**src/hw/rtl/timed_priority_message_queue_top_defines.svh**
```systemverilog
// Assertion macros for the timed priority message queue
`ifndef TIMED_PRIORITY_MESSAGE_QUEUE_TOP_DEFINES_SVH
`define TIMED_PRIORITY_MESSAGE_QUEUE_TOP_DEFINES_SVH

// same-cycle implication
`define TPMQ_ASSERT_IMPL(lbl, ante, cons, msg) \
    lbl: assert property (@(posedge i_clk) disable iff (!i_rst_n) (ante) |-> (cons)) \
        else $error(msg);

// next-cycle implication
`define TPMQ_ASSERT_NEXT(lbl, ante, cons, msg) \
    lbl: assert property (@(posedge i_clk) disable iff (!i_rst_n) (ante) |=> (cons)) \
        else $error(msg);

`endif

```
**src/hw/rtl/tpmq_pkg.sv**
```systemverilog
// ----------------------------------------------------------------------------
// tpmq_pkg
// Types, codes and sizes shared by the message queue modules.
// ----------------------------------------------------------------------------
`default_nettype none
package tpmq_pkg;
    localparam int DEPTH         = 8;
    localparam int PAYLOAD_BYTES = 256;
    localparam int IDX_W         = (DEPTH > 1) ? $clog2(DEPTH) : 1;
    localparam int CNT_W         = $clog2(DEPTH + 1);
    localparam int FILL_W        = $clog2(PAYLOAD_BYTES + 1);
    localparam int CFIFO_DEPTH   = 2;

    localparam logic [15:0] NO_DEST = 16'hFFFF;

    localparam logic [2:0] FN_CLEAR = 3'd0;
    localparam logic [2:0] FN_PUSH  = 3'd1;
    localparam logic [2:0] FN_POP   = 3'd2;
    localparam logic [2:0] FN_READY = 3'd3;
    localparam logic [2:0] FN_AWAKE = 3'd4;

    localparam logic [2:0] ST_OK      = 3'd0;
    localparam logic [2:0] ST_FULL    = 3'd1;
    localparam logic [2:0] ST_SPACE   = 3'd2;
    localparam logic [2:0] ST_SELF    = 3'd3;
    localparam logic [2:0] ST_BAD_IDX = 3'd4;
    localparam logic [2:0] ST_EMPTY   = 3'd5;
    localparam logic [2:0] ST_NONE    = 3'd6;

    typedef struct packed {
        logic [2:0]  func;
        logic [31:0] now;
        logic [15:0] pid;
        logic [7:0]  mtype;
        logic [7:0]  len;
        logic        prio;
        logic [15:0] dst;
        logic [31:0] due_tick;
        logic [31:0] expiry_tick;
        logic [2:0]  idx;
    } t_cmd;

    typedef struct packed {
        logic [15:0] pid;
        logic [7:0]  mtype;
        logic        prio;
        logic [15:0] dst;
        logic [7:0]  len;
        logic [31:0] due_tick;
        logic [31:0] expiry_tick;
    } t_entry;

    typedef struct packed {
        logic        done;
        logic [2:0]  status;
        logic [2:0]  ready_index;
        logic [31:0] wait_ticks;
        logic [3:0]  queue_count;
        logic [15:0] pid;
        logic [7:0]  mtype;
        logic        prio;
        logic [15:0] dst;
        logic [7:0]  len;
        logic        awake;
    } t_result;
endpackage
`default_nettype wire

```
**src/hw/rtl/tpmq_front.sv**
```systemverilog
// ----------------------------------------------------------------------------
// tpmq_front
// Accept command words, form send and expiry times, queue them for the back.
// ----------------------------------------------------------------------------
`default_nettype none
module tpmq_front import tpmq_pkg::*; (
    input  wire logic        i_clk,
    input  wire logic        i_rst_n,
    input  wire logic        i_start,
    input  wire logic [2:0]  i_func,
    input  wire logic [31:0] i_now,
    input  wire logic [15:0] i_raw_pid,
    input  wire logic [7:0]  i_msg_type,
    input  wire logic [7:0]  i_data_len,
    input  wire logic        i_priority_req,
    input  wire logic [15:0] i_dst_did,
    input  wire logic [31:0] i_send_delay,
    input  wire logic [31:0] i_expire_delay,
    input  wire logic [2:0]  i_index,
    input  wire logic        i_pop,
    output logic             o_full,
    output logic             o_head_valid,
    output t_cmd             o_head
);
    t_cmd       r_mem [CFIFO_DEPTH];
    logic       r_wr;
    logic       r_rd;
    logic [1:0] r_cnt;
    t_cmd       n_cmd;
    logic       push;
    logic       pop;

    assign o_full       = (r_cnt == 2'(CFIFO_DEPTH));
    assign o_head_valid = (r_cnt != 2'd0);
    assign o_head       = r_mem[r_rd];
    assign push         = i_start && !o_full;
    assign pop          = i_pop && o_head_valid;

    always_comb begin
        n_cmd.func        = i_func;
        n_cmd.now         = i_now;
        n_cmd.pid         = i_raw_pid;
        n_cmd.mtype       = i_msg_type;
        n_cmd.len         = i_data_len;
        n_cmd.prio        = i_priority_req;
        n_cmd.dst         = i_dst_did;
        n_cmd.due_tick    = i_now + i_send_delay;
        n_cmd.expiry_tick = (i_expire_delay != 32'd0) ? i_now + i_expire_delay : 32'd0;
        n_cmd.idx         = i_index;
    end

    always_ff @(posedge i_clk) begin
        if (push) begin
            r_mem[r_wr] <= n_cmd;
        end
    end

    always_ff @(posedge i_clk) begin
        if (!i_rst_n) begin
            r_wr  <= 1'b0;
            r_rd  <= 1'b0;
            r_cnt <= 2'd0;
        end else begin
            if (push) r_wr <= ~r_wr;
            if (pop)  r_rd <= ~r_rd;
            r_cnt <= r_cnt + 2'(push) - 2'(pop);
        end
    end
endmodule
`default_nettype wire

```
**src/hw/rtl/tpmq_back.sv**
```systemverilog
// ----------------------------------------------------------------------------
// tpmq_back
// Hold the entries and carry out queued commands: clear, push, pop, ready check (purge and scan) and stay-awake query.
// ----------------------------------------------------------------------------
`default_nettype none
`include "timed_priority_message_queue_top_defines.svh"
module tpmq_back import tpmq_pkg::*; (
    input  wire logic        i_clk,
    input  wire logic        i_rst_n,
    input  wire logic [15:0] i_own_address,
    input  wire logic        i_head_valid,
    input  wire t_cmd        i_head,
    output logic             o_pop,
    output t_result          o_res
);
    localparam logic [1:0] S_IDLE  = 2'd0;
    localparam logic [1:0] S_PURGE = 2'd1;
    localparam logic [1:0] S_SCAN  = 2'd2;

    t_entry              r_ent [DEPTH];
    logic [1:0]          r_state, n_state;
    t_cmd                r_cmd, n_cmd;
    logic [CNT_W-1:0]    r_count, n_count;
    logic [FILL_W-1:0]   r_fill, n_fill;
    logic [CNT_W-1:0]    r_ptr, n_ptr;
    logic                r_pass, n_pass;
    logic [31:0]         r_wait, n_wait;
    t_result             r_res, n_res;

    logic [IDX_W-1:0]    rd_idx;
    t_entry              rd;
    logic                push_en;
    logic                rm_en;
    logic [IDX_W-1:0]    rm_pos;
    logic [CNT_W-1:0]    ptr_dec;
    logic [31:0]         diff;
    logic                awake;
    t_entry              new_ent;

    assign ptr_dec = r_ptr - CNT_W'(1);
    assign diff    = rd.due_tick - r_cmd.now;
    assign rd      = r_ent[rd_idx];
    assign o_res   = r_res;

    always_comb begin
        unique case (r_state)
            S_IDLE:  rd_idx = i_head.idx[IDX_W-1:0];
            S_PURGE: rd_idx = ptr_dec[IDX_W-1:0];
            default: rd_idx = r_ptr[IDX_W-1:0];
        endcase
    end

    always_comb begin
        awake = 1'b0;
        for (int k = 0; k < DEPTH; k++) begin
            if ((CNT_W'(k) < r_count) && (r_ent[k].dst == i_head.dst)) awake = 1'b1;
        end
    end

    always_comb begin
        new_ent.pid         = i_head.pid;
        new_ent.mtype       = i_head.mtype;
        new_ent.prio        = i_head.prio;
        new_ent.dst         = i_head.dst;
        new_ent.len         = i_head.len;
        new_ent.due_tick    = i_head.due_tick;
        new_ent.expiry_tick = i_head.expiry_tick;
    end

    always_comb begin
        n_state = r_state;
        n_cmd   = r_cmd;
        n_count = r_count;
        n_fill  = r_fill;
        n_ptr   = r_ptr;
        n_pass  = r_pass;
        n_wait  = r_wait;
        n_res   = '0;
        o_pop   = 1'b0;
        push_en = 1'b0;
        rm_en   = 1'b0;
        rm_pos  = rd_idx;
        unique case (r_state)
            S_IDLE: begin
                if (i_head_valid) begin
                    o_pop  = 1'b1;
                    n_cmd  = i_head;
                    n_res.done = 1'b1;
                    unique case (i_head.func)
                        FN_CLEAR: begin
                            n_count = '0;
                            n_fill  = '0;
                        end
                        FN_PUSH: begin
                            if (i_head.dst != NO_DEST && i_head.dst == i_own_address) begin
                                n_res.status = ST_SELF;
                            end else if (r_count >= CNT_W'(DEPTH)) begin
                                n_res.status = ST_FULL;
                            end else if ((FILL_W+1)'(r_fill) + (FILL_W+1)'(i_head.len)
                                         > (FILL_W+1)'(PAYLOAD_BYTES)) begin
                                n_res.status = ST_SPACE;
                            end else begin
                                push_en = 1'b1;
                                n_count = r_count + CNT_W'(1);
                                n_fill  = r_fill + FILL_W'(i_head.len);
                            end
                        end
                        FN_POP: begin
                            if ((CNT_W+3)'(i_head.idx) >= (CNT_W+3)'(r_count)) begin
                                n_res.status = ST_BAD_IDX;
                            end else begin
                                n_res.pid   = rd.pid;
                                n_res.mtype = rd.mtype;
                                n_res.prio  = rd.prio;
                                n_res.dst   = rd.dst;
                                n_res.len   = rd.len;
                                rm_en   = 1'b1;
                                n_count = r_count - CNT_W'(1);
                                n_fill  = (r_fill >= FILL_W'(rd.len)) ?
                                          r_fill - FILL_W'(rd.len) : '0;
                            end
                        end
                        FN_READY: begin
                            n_res.done = 1'b0;
                            n_state = S_PURGE;
                            n_ptr   = r_count;
                            n_pass  = 1'b1;
                            n_wait  = '0;
                        end
                        FN_AWAKE: begin
                            n_res.awake = awake;
                        end
                        default: begin
                        end
                    endcase
                end
            end
            S_PURGE: begin
                if (r_ptr == '0) begin
                    n_state = S_SCAN;
                end else begin
                    if (rd.expiry_tick != 32'd0 && rd.expiry_tick < r_cmd.now) begin
                        rm_en   = 1'b1;
                        n_count = r_count - CNT_W'(1);
                        n_fill  = (r_fill >= FILL_W'(rd.len)) ?
                                  r_fill - FILL_W'(rd.len) : '0;
                    end
                    n_ptr = ptr_dec;
                end
            end
            default: begin
                if (r_count == '0) begin
                    n_res.done   = 1'b1;
                    n_res.status = ST_EMPTY;
                    n_state      = S_IDLE;
                end else if (r_ptr == r_count) begin
                    if (r_pass) begin
                        n_pass = 1'b0;
                        n_ptr  = '0;
                    end else begin
                        n_res.done       = 1'b1;
                        n_res.status     = ST_NONE;
                        n_res.wait_ticks = r_wait;
                        n_state          = S_IDLE;
                    end
                end else begin
                    if (rd.prio == r_pass) begin
                        if (rd.due_tick <= r_cmd.now) begin
                            n_res.done        = 1'b1;
                            n_res.ready_index = 3'(r_ptr);
                            n_state           = S_IDLE;
                        end else if (r_wait == 32'd0 || diff < r_wait) begin
                            n_wait = diff;
                        end
                    end
                    n_ptr = r_ptr + CNT_W'(1);
                end
            end
        endcase
        n_res.queue_count = 4'(n_count);
    end

    // entry store: append at the tail, close the gap on removal
    always_ff @(posedge i_clk) begin
        for (int k = 0; k < DEPTH - 1; k++) begin
            if (rm_en && IDX_W'(k) >= rm_pos) r_ent[k] <= r_ent[k + 1];
        end
        if (push_en) r_ent[r_count[IDX_W-1:0]] <= new_ent;
    end

    always_ff @(posedge i_clk) begin
        if (!i_rst_n) begin
            r_state <= S_IDLE;
            r_count <= '0;
            r_fill  <= '0;
            r_ptr   <= '0;
            r_pass  <= 1'b0;
            r_wait  <= '0;
            r_res   <= '0;
        end else begin
            r_state <= n_state;
            r_count <= n_count;
            r_fill  <= n_fill;
            r_ptr   <= n_ptr;
            r_pass  <= n_pass;
            r_wait  <= n_wait;
            r_res   <= n_res;
        end
    end

    always_ff @(posedge i_clk) begin
        r_cmd <= n_cmd;
    end

    `TPMQ_ASSERT_IMPL(a_count_max, 1'b1, r_count <= CNT_W'(DEPTH), "entry count over depth")
    `TPMQ_ASSERT_IMPL(a_fill_max, 1'b1, r_fill <= FILL_W'(PAYLOAD_BYTES), "payload fill over size")
    `TPMQ_ASSERT_IMPL(a_done_idle, r_res.done, r_state == S_IDLE, "result while still working")
    `TPMQ_ASSERT_IMPL(a_scan_ptr, r_state == S_SCAN, r_ptr <= r_count, "scan pointer past tail")
endmodule
`default_nettype wire

```
**src/hw/rtl/timed_priority_message_queue_top.sv**
```systemverilog
// ----------------------------------------------------------------------------
// timed_priority_message_queue_top
// Timed two-level priority queue of outgoing message descriptors.
// ----------------------------------------------------------------------------
// Channel   Dir  Handshake          Ports
// command   in   start && !busy     i_func .. i_index
// result    out  o_done strobe      o_status .. o_stay_awake
// config    in   i_cfg_we           i_cfg_wdata (own address)
//
// A command word waits in a two-word queue; busy is high when that queue is full.
// Push, pop, clear and stay-awake query are each handled in the back end's idle state.
// Ready check: a purge pass drops expired entries, then a scan takes priority entries first, then normal ones.
// Reset is synchronous, active low; it empties the queue.
// Results are shown for one cycle; the receiver cannot stall.
// ----------------------------------------------------------------------------
`default_nettype none
module timed_priority_message_queue_top import tpmq_pkg::*; (
    input  wire logic        i_clk,
    input  wire logic        i_rst_n,
    input  wire logic        start,
    output logic             busy,
    input  wire logic [2:0]  i_func,
    input  wire logic [31:0] i_now,
    input  wire logic [15:0] i_raw_pid,
    input  wire logic [7:0]  i_msg_type,
    input  wire logic [7:0]  i_data_len,
    input  wire logic        i_priority_req,
    input  wire logic [15:0] i_dst_did,
    input  wire logic [31:0] i_send_delay,
    input  wire logic [31:0] i_expire_delay,
    input  wire logic [2:0]  i_index,
    input  wire logic        i_cfg_we,
    input  wire logic [15:0] i_cfg_wdata,
    output logic             o_done,
    output logic [2:0]       o_status,
    output logic [2:0]       o_ready_index,
    output logic [31:0]      o_wait_ticks,
    output logic [3:0]       o_queue_count,
    output logic [15:0]      o_pop_pid,
    output logic [7:0]       o_pop_msg_type,
    output logic             o_pop_priority,
    output logic [15:0]      o_pop_dst_did,
    output logic [7:0]       o_pop_len,
    output logic             o_stay_awake
);
    logic [15:0] r_own_address;
    logic        head_valid;
    t_cmd        head;
    logic        pop;
    t_result     res;

    always_ff @(posedge i_clk) begin
        if (!i_rst_n) begin
            r_own_address <= '0;
        end else if (i_cfg_we) begin
            r_own_address <= i_cfg_wdata;
        end
    end

    tpmq_front u_front (
        .i_clk          (i_clk),
        .i_rst_n        (i_rst_n),
        .i_start        (start),
        .i_func         (i_func),
        .i_now          (i_now),
        .i_raw_pid      (i_raw_pid),
        .i_msg_type     (i_msg_type),
        .i_data_len     (i_data_len),
        .i_priority_req (i_priority_req),
        .i_dst_did      (i_dst_did),
        .i_send_delay   (i_send_delay),
        .i_expire_delay (i_expire_delay),
        .i_index        (i_index),
        .i_pop          (pop),
        .o_full         (busy),
        .o_head_valid   (head_valid),
        .o_head         (head)
    );

    tpmq_back u_back (
        .i_clk         (i_clk),
        .i_rst_n       (i_rst_n),
        .i_own_address (r_own_address),
        .i_head_valid  (head_valid),
        .i_head        (head),
        .o_pop         (pop),
        .o_res         (res)
    );

    assign o_done         = res.done;
    assign o_status       = res.status;
    assign o_ready_index  = res.ready_index;
    assign o_wait_ticks   = res.wait_ticks;
    assign o_queue_count  = res.queue_count;
    assign o_pop_pid      = res.pid;
    assign o_pop_msg_type = res.mtype;
    assign o_pop_priority = res.prio;
    assign o_pop_dst_did  = res.dst;
    assign o_pop_len      = res.len;
    assign o_stay_awake   = res.awake;
endmodule
`default_nettype wire
```
**config.mk**
```make
export PLATFORM = sky130hd
export DESIGN_NAME = timed_priority_message_queue_top
export DESIGN_NICKNAME = d
export VERILOG_FILES = /design/src/hw/rtl/tpmq_pkg.sv /design/src/hw/rtl/tpmq_front.sv /design/src/hw/rtl/tpmq_back.sv /design/src/hw/rtl/timed_priority_message_queue_top.sv
export VERILOG_INCLUDE_DIRS = /design/src /design/src/hw/rtl
export SDC_FILE = /design/constraint.sdc
export NUM_CORES = 2
export LEC_CHECK = 0
export BUFFER_PORTS_ARGS = -buffer_cell sky130_fd_sc_hd__buf_2
export CORE_MARGIN = 2
export CORE_UTILIZATION = 55
export CTS_CLUSTER_DIAMETER = 60
export CTS_CLUSTER_SIZE = 12
export DETAILED_ROUTE_END_ITERATION = 12
export PLACE_DENSITY = 0.72
export SYNTH_ARGS = -nofsm -noshare
export SYNTH_HDL_FRONTEND = slang
export SYNTH_SLANG_ARGS = --single-unit
```
**constraint.sdc**
```tcl
create_clock -name i_clk -period 18.05 [get_ports i_clk]
set_input_delay 4.5125 -clock i_clk [delete_from_list [all_inputs] [get_ports i_clk]]
set_output_delay 4.5125 -clock i_clk [all_outputs]
set_load 0.01 [all_outputs]
```
==> qor.txt <==
Area after DPL: 79000 sq um
Most used routing layer in global routing: met2
Clock period minus final worst setup slack: 11.49 ns
Port Buffers: 264
Crit-path slowest cell: dfxtp_4
Fraction of final layout cells with drive strength greater than 1: 0.0860
Synthesized area per cell: 10.1 sq um
Antenna violations before repair: 19
Synthesis warning total: 0
Most Frequent Cell on Critical Path: o21ai_0
Setup violation total in the final timing report: 0
Most used flip-flop cell after synthesis: edfxtp_1
Leak pwr: 0.0326 uW
Total number of clock tree sinks: 1400
Distinct cell type count of the synthesized netlist: 78
Final wirelength: 238 mm
Count of placed standard cells including taps: 9162
Category of the critical setup timing path: flip-flop to flip-flop
Period utilisation layout: 0.637
Element type at the critical path start: flip-flop
Synth area leader: edfxtp_1
Final-report max-slew violation count: 0
Max_slew headroom: 0.145
Power per standard cell area: 142 nW/um^2
Library cell used as clock root buffer: clkbuf_16
Max capacitance violation total: 0
Worst skew pair latency: 0.81 ns
Core region area: 138000 sq um
First-pass GRT wire length: 353 mm
Overall track demand over capacity in global routing: 0.326
Count of pins on the block boundary: 265
Setup tns final: 0 ns
Total count of hold-check failures in the final report: 0
Number of fill cells in the layout: 11400
Initial drt markers: 8202
Unrepaired setup endpoints after global routing: no
Post-synthesis mux area share: 0.0500
Sequential cell area: 40400 sq um
CTS clock-pin slew for the worst setup and hold paths: 0.06 ns
Worst-case reg-to-reg path depth: 29
Worst EP required: 18.76 ns
Number of enable flip-flop cells after synthesis: 1238
Final global-route overflow total: 0
H-tree levels: 4
Maximum number of pins on one net before global-route repair: 220
Gate count of the mapped netlist: 7573
Std-Cell Rows: 136
Stage delay of the slowest cell on the critical path: 0.99 ns
Transition time of the tightest slew-check pin: 1.28 ns
Hold WC Path Type: flip-flop to flip-flop
Multi-input gate area in the final layout: 32900 sq um
CP Max Fanout: 137
Maximum operating frequency: 0.0870 GHz
Cts bufs inserted: 146
Fraction of post-synthesis cell area in the top cell type by area: 0.485
Met1 GRT Util: 0.451
Final Util: 0.605
Result of the run: finished clean
CP arrival: 12.20 ns
Number of vias after detailed routing: 61100
Dominant combinational cell family by area after synthesis: simple AND/OR/NAND/NOR gates
Net count after synthesis: 7931
Area contributors post-synth: edfxtp_1 (49%), nand2_1 (6.3%), o21ai_0 (4.3%), dfxtp_1 (4.2%), mux2i_1 (4.2%)
Final weighted congestion of routability-driven global placement: 0.985
Worst clock skew: 0.0297 ns
Design area: 83400 sq um
Async set-reset flop share out of synthesis: 0
Vias per cell: 6.49
Die ar.: 142000 sq um
Area growth from synthesis to layout: 8.91%
Simple-Gate Fraction of Synth Area: 0.194
DR pass1 iterations: 6
Adder-Cell Fraction of Synth Area: 0.0310
Wire per inst: 25.3 microns
Via count of the first global-routing pass: 56800
Post-CTS Resized: 0
Starting utilization of the core area: 0.556
Clock tree buffer depth: 3
DP Wirelength: 147 mm
Post-synthesis register bit count: 1400
Number of post-CTS setup repair buffers: 0
Layout Cells excl Fill: 9413
Chip Width: 377 microns
XOR/XNOR Fraction of Synth Area: 0.0280
Number of nets in the layout: 7874
TritonCTS clock tree: done
Met3 Track Usage GR: 0.0725
Area fraction in compound gates after synthesis: 0.122
Grt met2 use: 0.495
Maximum vdd ir drop: 0.000118 V
Endpoint kind of the worst setup timing path: flip-flop
Hold slack final: 0.494 ns
Hold bufs inserted after CTS: 0
Cell area after synthesis: 76600 sq um
Number of instances on the worst hold path: 2
Die H: 377 microns
Portion of the post-synthesis area used by sequential elements: 0.528
Routed Antenna Nets: 0
Number of remaining DRC errors: 0
## registers in the layout, indices dropped and copies added, names as in the netlist, named ones only
register and count:
u_back.r_cmd 32, u_back.r_state 2, u_back.r_count 4, u_back.o_res 89, u_back.r_ent 904, u_back.r_wait 32
u_back.r_fill 9, u_front.r_mem 302, u_back.r_ptr 4, u_front.r_wr 1, u_front.r_cnt 2, r_own_address 16
u_back.r_pass 1, u_front.r_rd 1
## synthesized netlist by cell type, types with 11 or more instances
| master | instances |
|---|---|
| mux2_2 | 46 |
| o22ai_1 | 23 |
| and2_1 | 48 |
| clkbuf_1 | 425 |
| nor4bb_1 | 124 |
| o21bai_1 | 16 |
| xor2_1 | 107 |
| nand2b_1 | 15 |
| o211ai_1 | 87 |
| nand3_1 | 536 |
| nand2_1 | 1284 |
| xnor2_1 | 138 |
| inv_1 | 326 |
| a21o_1 | 49 |
| or2_2 | 12 |
| a311oi_1 | 15 |
| nor4_1 | 47 |
| nor3b_1 | 135 |
| nor2_1 | 285 |
| a211oi_1 | 74 |
| edfxtp_1 | 1238 |
| a21oi_1 | 312 |
| nand4_1 | 58 |
| and4b_1 | 124 |
| o21a_1 | 26 |
| buf_4 | 16 |
| a22o_1 | 15 |
| a21boi_0 | 13 |
| and3b_1 | 32 |
| buf_1 | 69 |
| mux2i_1 | 322 |
| o21ai_0 | 662 |
| and3_1 | 128 |
| nor2b_1 | 43 |
| buf_2 | 54 |
| nor3_1 | 38 |
| o311ai_0 | 26 |
| a31oi_1 | 27 |
| dfxtp_1 | 162 |
| a2111oi_0 | 126 |
| ha_1 | 182 |
| o311ai_1 | 11 |
## power breakdown
group	total [uW]	switching [uW]	internal, uW
sequential	4070	160	3910
combinational	4880	3290	1590
clock	2920	1290	1630
## kinds of logic (layout without fill, tap and decap cells)
| kind of cell | count (synthesis) | count (layout) |
|---|---|---|
| simple gates | 2926 | 2926 |
| other cells | 0 | 5 |
| buf+inv | 901 | 942 |
| compound gates | 1538 | 1538 |
| mux | 376 | 376 |
| fa+ha+maj | 187 | 187 |
| xor+xnor | 245 | 245 |
| flops | 1400 | 1400 |
## area by class of cell
cell class,count,share of cell area
sequential,1400,0.485
multi-input combinational,5272,0.394
clock buffer,205,0.0477
tap,1794,0.0269
timing repair buffer,369,0.0264
inverter,327,0.0148
clock inverter,41,0.00558
antenna,5,0.000150
## critical path, delay by kind of cell (launching register included)
kind,cells,cell delay [ns]
fa+ha+maj,2,0.48
compound gates,15,4.56
xor+xnor,1,0.21
flops,1,0.99
simple gates,7,2.51
buf+inv,4,2.47
## layer usage
metal  part of all wire  vias to the layer above  wire length [microns]
met5            0.00057                        -                    136
met4              0.042                       22                  10000
met3               0.11                      540                  25900
met2               0.44                     3413                 106000
met1               0.40                    29500                  95900
li1                   -                    27600                      -
## layout by cell type (no fill, tap or decap), types with 124 or more instances in the layout
master / n
ha_1: 182
edfxtp_1: 1238
and3_1: 127
buf_2: 263
inv_1: 326
o21ai_0: 658
nor3b_1: 135
nand3_1: 533
dfxtp_1: 158
a21oi_1: 312
and4b_1: 124
a2111oi_0: 126
mux2i_1: 322
nand2_1: 1281
nor4bb_1: 124
clkbuf_16: 148
nor2_1: 281
xnor2_1: 138
## final timing paths
kind	startpoint	to	slack, ns
max	u_back.r_state[1]$_SDFFE_PN0P_	u_back.r_wait[9]$_SDFFE_PN0P_	6.56
min	u_back.r_fill[7]$_SDFFE_PN0P_	u_back.r_fill[7]$_SDFFE_PN0P_	0.49
max reg2reg	u_back.r_state[1]$_SDFFE_PN0P_	u_back.r_wait[9]$_SDFFE_PN0P_	6.56
min reg2reg	u_back.r_fill[7]$_SDFFE_PN0P_	u_back.r_fill[7]$_SDFFE_PN0P_	0.49
## stage by stage
step	setup slack [ns]	power, uW
final	6.56	11900
after CTS	6.94	11800
after detailed placement	7.02	8880
after global placement	7.22	8810
after floorplan	4.68	7420
after global routing	5.89	12400
Note: power is estimated with default switching activity, not from simulation.
